File: src/design/twsum_pkg.sv
`timescale 1ns / 1ps
`default_nettype none
// ----------------------------------------------------------------------------
// twsum_pkg
// Shared widths, codes and types of the three-window forward sum block.
// ----------------------------------------------------------------------------
package twsum_pkg;

  // Field widths fixed by the record format
  localparam int unsigned POS_W = 32;
  localparam int unsigned CNT_W = 16;
  localparam int unsigned SUM_W = 28;

  // Command queue between front and back
  localparam int unsigned QUEUE_DEPTH = 4;
  localparam int unsigned QUEUE_AW    = 2;

  // Input item kinds
  typedef enum logic {
    KIND_RECORD = 1'b0,
    KIND_DRAIN  = 1'b1
  } kind_e;

  // Back-end read sequence: oldest entry, then the three window ends
  typedef enum logic [1:0] {
    STEP_BASE  = 2'd0,
    STEP_ONE   = 2'd1,
    STEP_SHORT = 2'd2,
    STEP_MID   = 2'd3
  } step_e;

endpackage
`default_nettype wire

File: src/design/twsum_queue.sv
`timescale 1ns / 1ps
`default_nettype none
// ----------------------------------------------------------------------------
// twsum_queue
// Small register FIFO that carries commands from the front to the back.
// ----------------------------------------------------------------------------
module twsum_queue #(
  parameter int unsigned WIDTH = 8
) (
  input  wire logic             clk_i,
  input  wire logic             rst_ni,
  input  wire logic             push_i,
  input  wire logic [WIDTH-1:0] data_i,
  output logic                  full_o,
  output logic                  valid_o,
  output logic      [WIDTH-1:0] data_o,
  input  wire logic             pop_i
);

  logic [WIDTH-1:0]                  entry_q [twsum_pkg::QUEUE_DEPTH];
  logic [twsum_pkg::QUEUE_AW-1:0]    wr_ptr_q, wr_ptr_d;
  logic [twsum_pkg::QUEUE_AW-1:0]    rd_ptr_q, rd_ptr_d;
  logic [twsum_pkg::QUEUE_AW:0]      fill_q, fill_d;

  localparam logic [twsum_pkg::QUEUE_AW:0] FILL_MAX =
      (twsum_pkg::QUEUE_AW + 1)'(twsum_pkg::QUEUE_DEPTH);

  assign full_o  = (fill_q == FILL_MAX);
  assign valid_o = (fill_q != '0);
  assign data_o  = entry_q[rd_ptr_q];

  // Advance pointers and fill level
  always_comb begin
    wr_ptr_d = wr_ptr_q;
    rd_ptr_d = rd_ptr_q;
    fill_d   = fill_q;
    if (push_i) begin
      wr_ptr_d = wr_ptr_q + 1'b1;
    end
    if (pop_i) begin
      rd_ptr_d = rd_ptr_q + 1'b1;
    end
    if (push_i && !pop_i) begin
      fill_d = fill_q + 1'b1;
    end else if (!push_i && pop_i) begin
      fill_d = fill_q - 1'b1;
    end
  end

  always_ff @(posedge clk_i or negedge rst_ni) begin
    if (!rst_ni) begin
      wr_ptr_q <= '0;
      rd_ptr_q <= '0;
      fill_q   <= '0;
    end else begin
      wr_ptr_q <= wr_ptr_d;
      rd_ptr_q <= rd_ptr_d;
      fill_q   <= fill_d;
    end
  end

  // Store the pushed command
  always_ff @(posedge clk_i) begin
    if (push_i) begin
      entry_q[wr_ptr_q] <= data_i;
    end
  end

endmodule
`default_nettype wire

File: config.mk
export PLATFORM = sky130hd
export DESIGN_NAME = twsum_queue
export DESIGN_NICKNAME = d
export VERILOG_FILES = /design/src/design/twsum_pkg.sv /design/src/design/twsum_queue.sv
export SDC_FILE = /design/constraint.sdc
export NUM_CORES = 1
export LEC_CHECK = 0
export BUFFER_PORTS_ARGS = -buffer_cell sky130_fd_sc_hd__buf_4
export CAP_MARGIN = 5
export CELL_PAD_IN_SITES_DETAIL_PLACEMENT = 0
export CELL_PAD_IN_SITES_GLOBAL_PLACEMENT = 1
export CORE_ASPECT_RATIO = 0.75
export CORE_MARGIN = 10
export CORE_UTILIZATION = 30
export CTS_CLUSTER_SIZE = 8
export DETAILED_ROUTE_END_ITERATION = 10
export GPL_ROUTABILITY_DRIVEN = 0
export HOLD_SLACK_MARGIN = 0.02
export PLACE_DENSITY_LB_ADDON = 0.1
export SYNTH_ARGS = -nofsm -noshare
export SYNTH_HDL_FRONTEND = slang
export SYNTH_SLANG_ARGS = --single-unit
File: constraint.sdc
create_clock -name clk_i -period 1.7 [get_ports clk_i]
set_input_delay 0.085 -clock clk_i [delete_from_list [all_inputs] [get_ports clk_i]]
set_output_delay 0.085 -clock clk_i [all_outputs]
set_load 0.02 [all_outputs]
==> impl_metrics.env, run 1 <==
export IMPL_grt_start_max_net_pins=13
export IMPL_core_area_um2=4955
export IMPL_hold_path_class="primary input to flip-flop"
export IMPL_port_buffers=21
export IMPL_ys_types=17
export IMPL_dr_pass1_iters=4
export IMPL_max_vdd_ir_drop_mv=0.6236
export IMPL_avgSynthCellArea_um2=20.38
export IMPL_final_common_cell="edfxtp_1"
export IMPL_finalSetupTns_ps=0
export IMPL_clock_sinks=39
export IMPL_crit_path_top_delay_cell="dlygate4sd3_1"
export IMPL_dr_first_iter_drc_count=26
export IMPL_status="finished clean"
export IMPL_finalPower_uw=3181
export IMPL_io_pins=22
export IMPL_clock_latency_ps=280
export IMPL_hpwlAfterDp_um=1971
export IMPL_cts_buffer_depth=2
export IMPL_drtAntennaViolNets=0
export IMPL_cp_cell_sequence="dlygate4sd3_1 > buf_4 > inv_1 > ha_2 > inv_1 > fa_2 > xor2_1 > nor2_1 > xor2_1"
export IMPL_clkSlewWorstSetupHoldPaths_ps=70
export IMPL_cp_required_ps=1900
export IMPL_fp_dieH_um=82.23
export IMPL_slowest_delay_ps=540
export IMPL_htreeDepth=2
export IMPL_finClkSkew_ps=4.047
export IMPL_grt_overflow=0
export IMPL_layout_nets=135
export IMPL_layout_common_cells="32 x edfxtp_1, 25 x buf_4, 10 x dlygate4sd3_1, 8 x mux4_2, 7 x dfrtp_1"
export IMPL_relSlewSlack=0.7015
export IMPL_ys_seq_area_frac=0.7334
export IMPL_yosysWarnings=0
export IMPL_maxSlewViolCount=0
export IMPL_grt_total_usage=0.07221
export IMPL_area_delta_synth_final_pct=29.32
export IMPL_routedWlPerCell_um=15.72
export IMPL_drc=0
export IMPL_tightest_slew_ps=447.8
export IMPL_num_antenna_cells=0
export IMPL_grt_pass1_wl_um=4416
export IMPL_start_util=0.3126
export IMPL_cts_tree="yes"
export IMPL_path_class="primary input to flip-flop"
export IMPL_drt_wl_total_um=2798
export IMPL_cap_violations=0
export IMPL_fillers=460
export IMPL_cts_buffers=5
export IMPL_min_period_ps=1646
export IMPL_vias=758
export IMPL_synthesis_area_um2=1549
export IMPL_startpoint_type="primary input"
export IMPL_path_max_fanout=3
export IMPL_drive_gt1_frac=0.3729
export IMPL_row_count=22
export IMPL_timing_fmax_mhz=607.4
export IMPL_clk_root_buffer_cell="clkbuf_8"
export IMPL_synth_net_count=94
export IMPL_fin_crit_sh=0.9685
export IMPL_finalSetupViolations=0
export IMPL_synth_seq_cells=39
export IMPL_fin_util=0.4043
export IMPL_leakagePower_uw=0.0007540
export IMPL_syn_instance_count=76
export IMPL_rsz0062_at_grt="no"
export IMPL_cts_setup_buffers=0
export IMPL_die_w_um=103.0
export IMPL_grt_pass1_vias=812
export IMPL_power_density_nw_per_um2=1588
export IMPL_final_hold_viol_count=0
export IMPL_end_kind="flip-flop"
export IMPL_via_per_inst=4.258
export IMPL_antenna_found_initial=0
export IMPL_fp_dieArea_um2=8467
export IMPL_critPathArrivalTime_ps=1850
[final timing paths]
path	startpoint	endpoint	slack, ps	depth (start not counted)
max	pop_i	fill_q[2]	50	9
min	push_i	wr_ptr_q[0]	40	2
max reg2reg	fill_q[0]	fill_q[2]	320	4
min reg2reg	fill_q[2]	fill_q[2]	490	1
max in group asynchronous	rst_ni	fill_q[0]	1430	2
min in group asynchronous	rst_ni	wr_ptr_q[0]	150	2
[cells in the mapped netlist (all sizes together)]
library cell,instances,area (µm²)
dfrtp,7,175.2
ha,5,62.56
nand2,2,7.510
inv,4,15.01
xor2,4,35.03
o21ai,1,5.000
edfxtp,32,960.9
and2,4,25.02
mux4,8,180.2
or3,1,6.260
nor2,1,3.750
xnor2,2,17.52
fa,1,20.02
nor3b,1,7.510
mux2,1,11.26
buf,2,16.26
[per-layer routing]
metal  track usage  wire [µm]  up-vias
li1              -          -      368
met1       0.08967       1325      372
met2        0.1042       1243       16
met3       0.03485        204        2
met4       0.03324         24        0
met5             0          0        -
[sequential cells by signal, summed over array words and instances, names as in the netlist]
signal    flops
wr_ptr_q      2
fill_q        3
rd_ptr_q      2
entry_q      32
[power breakdown]
group	internal, µW	leakage, µW	switching, µW
Sequential	1280	0.000376	151
Combinational	581	0.000330	554
Clock	327	0.0000482	287
[final cells by class]
type | count | area [µm²] | area share
repair buffers | 36 | 299.0 | 0.1493
inverters | 4 | 15.01 | 0.007495
clock inverters | 1 | 5.005 | 0.002498
clock buffers | 7 | 86.33 | 0.04310
well taps | 60 | 75.07 | 0.03748
flip-flops and latches | 39 | 1136 | 0.5671
multi-input cells | 31 | 386.6 | 0.1930
[per-stage QoR]
| step | hold slack (ps) | worst slack [ps] | instance area [µm²] | cells |
|---|---|---|---|---|
| after floorplan | -210.6 | 388.3 | 1549 | 76 |
| after global placement | -93.46 | 315.1 | 1803 | 160 |
| after detailed placement | -92.36 | 271.6 | 1803 | 160 |
| after CTS | 28.11 | 19.00 | 1994 | 178 |
| after global routing | 37.64 | 3.161 | 2003 | 178 |
| final | 37.07 | 53.54 | 2003 | 178 |
[critical path: cells and delay by family]
family                   cells  cell delay (ps)
XOR/XNOR                     2              320
adder cells (fa/ha/maj)      2              500
buffers and inverters        4              790
AND/OR/NAND/NOR              1              150
[logic make-up after synthesis]
logic type / after synthesis / synth area share
mux: 9 / 0.1236
xor+xnor: 6 / 0.03393
simple gates: 9 / 0.03231
flops: 39 / 0.7334
fa+ha+maj: 6 / 0.05331
compound gates: 1 / 0.003228
buf+inv: 6 / 0.02019
[timing repair]
| item | in CTS | in global routing |
|---|---|---|
| endpoints found under the setup margin | 0 | 3 |
| endpoints found under the hold margin | 40 | 0 |
| hold buffers | 10 | 0 |
| gates resized for setup | 0 | 3 |
(Power assumes the default switching activity.)
==> inputs of run 2 (changes only) <==
--- a/config.mk
+++ b/config.mk
@@ -7,8 +7,6 @@
 export LEC_CHECK = 0
 export BUFFER_PORTS_ARGS = -buffer_cell sky130_fd_sc_hd__buf_4
 export CAP_MARGIN = 5
-export CELL_PAD_IN_SITES_DETAIL_PLACEMENT = 0
-export CELL_PAD_IN_SITES_GLOBAL_PLACEMENT = 1
 export CORE_ASPECT_RATIO = 0.75
 export CORE_MARGIN = 10
 export CORE_UTILIZATION = 30
@@ -16,7 +14,7 @@
 export DETAILED_ROUTE_END_ITERATION = 10
 export GPL_ROUTABILITY_DRIVEN = 0
 export HOLD_SLACK_MARGIN = 0.02
-export PLACE_DENSITY_LB_ADDON = 0.1
+export SLEW_MARGIN = 10
 export SYNTH_ARGS = -nofsm -noshare
 export SYNTH_HDL_FRONTEND = slang
 export SYNTH_SLANG_ARGS = --single-unit
==> impl_metrics.env, run 2 (synthesized netlist as in run 1, its figures left out) <==
export IMPL_drc=0
export IMPL_cts_buffer_depth=2
export IMPL_port_buffers=21
export IMPL_worstReg2RegEnd="entry_q[1][7]"
export IMPL_cp_endpoint="data_o[5]"
export IMPL_path_class="flip-flop to primary output"
export IMPL_maxSlewViolCount=0
export IMPL_startpoint_type="flip-flop"
export IMPL_io_pins=22
export IMPL_rsz0062_at_grt="no"
export IMPL_cp_cell_sequence="buf_4 > mux4_2 > buf_4"
export IMPL_max_vdd_ir_drop_mv=0.3462
export IMPL_crit_top_cell="buf_4"
export IMPL_vias=764
export IMPL_cts_buffers=5
export IMPL_fillers=451
export IMPL_min_period_ps=1606
export IMPL_fp_dieArea_um2=8467
export IMPL_slowest_delay_ps=520
export IMPL_grt_pass1_vias=851
export IMPL_finalSetupTns_ps=0
export IMPL_finalPower_uw=3135
export IMPL_wl_met1_um=1238
export IMPL_routedWlPerCell_um=16.15
export IMPL_crit_path_top_delay_cell="mux4_2"
export IMPL_layout_common_cells="32 x edfxtp_1, 24 x buf_4, 10 x dlygate4sd3_1, 8 x mux4_2, 7 x dfrtp_1"
export IMPL_dr_pass1_iters=2
export IMPL_die_w_um=103.0
export IMPL_area_delta_synth_final_pct=27.46
export IMPL_fp_dieH_um=82.23
export IMPL_critPathArrivalTime_ps=1520
export IMPL_via_per_inst=4.341
export IMPL_hpwlAfterDp_um=2055
export IMPL_end_kind="primary output"
export IMPL_worstHoldStart="push_i"
export IMPL_leakagePower_uw=0.0007360
export IMPL_clock_sinks=39
export IMPL_routed_top_layer="met4"
export IMPL_layout_nets=133
export IMPL_hold_path_class="primary input to flip-flop"
export IMPL_dr_wl_met2_um=1410
export IMPL_grt_overflow=0
export IMPL_regMostFlops="entry_q"
export IMPL_antenna_found_initial=0
export IMPL_tightest_slew_ps=462.7
export IMPL_drt_wl_total_um=2843
export IMPL_reg2reg_setup_slack_ps=330
export IMPL_row_count=22
export IMPL_num_antenna_cells=0
export IMPL_drive_gt1_frac=0.3534
export IMPL_clkSlewWorstSetupHoldPaths_ps=70
export IMPL_path_max_fanout=6
export IMPL_final_hold_viol_count=0
export IMPL_r2r_start="wr_ptr_q[1]"
export IMPL_timing_fmax_mhz=622.7
export IMPL_final_common_cell="edfxtp_1"
export IMPL_status="finished clean"
export IMPL_wl_met3_um=126
export IMPL_clock_latency_ps=280
export IMPL_power_density_nw_per_um2=1588
export IMPL_start_util=0.3126
export IMPL_cap_violations=0
export IMPL_grt_start_max_net_pins=12
export IMPL_finalSetupViolations=0
export IMPL_core_area_um2=4955
export IMPL_cts_tree="yes"
export IMPL_cp_required_ps=1620
export IMPL_dr_first_iter_drc_count=27
export IMPL_htreeDepth=2
export IMPL_largest_reg_flops=32
export IMPL_worstRegToRegCells=3
export IMPL_critPathLaunch="rd_ptr_q[0]"
export IMPL_drtAntennaViolNets=0
export IMPL_reg_largest_list="entry_q (32), fill_q (3)"
export IMPL_grt_total_usage=0.07364
export IMPL_clk_root_buffer_cell="clkbuf_8"
export IMPL_finClkSkew_ps=4.946
export IMPL_relSlewSlack=0.6915
export IMPL_fin_crit_sh=0.9446
export IMPL_grt_pass1_wl_um=4485
run 2: routing by layer:
layer  vias up  track usage
met5         -            0
met4         0      0.04571
met3         6      0.02822
met2        15       0.1251
met1       382      0.07661
li1        361            -
run 2: report_power, final:
part,switching [µW],internal [µW]
sequential,160,1280
combinational,546,565
clock,294,288
run 2: worst min path at each step:
| stage | to | slack, ps | depth (start not counted) |
|---|---|---|---|
| floorplan | fill_q[0] | -210 | 0 |
| global placement | fill_q[1] | -100 | 1 |
| detailed placement | fill_q[1] | -90 | 1 |
| CTS | wr_ptr_q[0] | 20 | 2 |
| global route | wr_ptr_q[0] | 30 | 2 |
| finish | wr_ptr_q[0] | 30 | 2 |
run 2: worst max-delay path, delay by kind of cell (launching register included):
| family | cells | cell delay [ps] |
|---|---|---|
| buffers and inverters | 2 | 360 |
| multiplexers | 1 | 520 |
| flip-flops | 1 | 360 |
run 2: metrics by stage:
step	util	hold slack [ps]	setup slack (ps)	instances	area, µm²
2_1_floorplan	-	-210.6	388.3	76	1549
3_3_place_gp	0.3593	-98.97	342.9	157	1780
3_5_place_dp	0.3593	-94.25	279.8	157	1780
4_1_cts	0.3960	22.70	60.21	175	1962
5_1_grt	0.3985	31.64	19.98	176	1974
6_report	0.3985	30.90	94.12	176	1974
run 2: timing repair:
| item | CTS | global route |
|---|---|---|
| hold buffers | 10 | 0 |
| setup endpoints to repair | 0 | 1 |
| gates resized for setup | 0 | 2 |
| buffers inserted | 0 | 1 |
| endpoints found under the hold margin | 40 | 0 |
run 2: final cells by class:
| type | instances | area (µm²) | area share |
|---|---|---|---|
| timing repair buffer | 34 | 280.3 | 0.1420 |
| clock buffer | 7 | 76.32 | 0.03866 |
| multi-input combinational | 31 | 386.6 | 0.1958 |
| sequential | 39 | 1136 | 0.5754 |
| tap | 60 | 75.07 | 0.03802 |
| inverter | 4 | 15.01 | 0.007605 |
| clock inverter | 1 | 5.005 | 0.002535 |
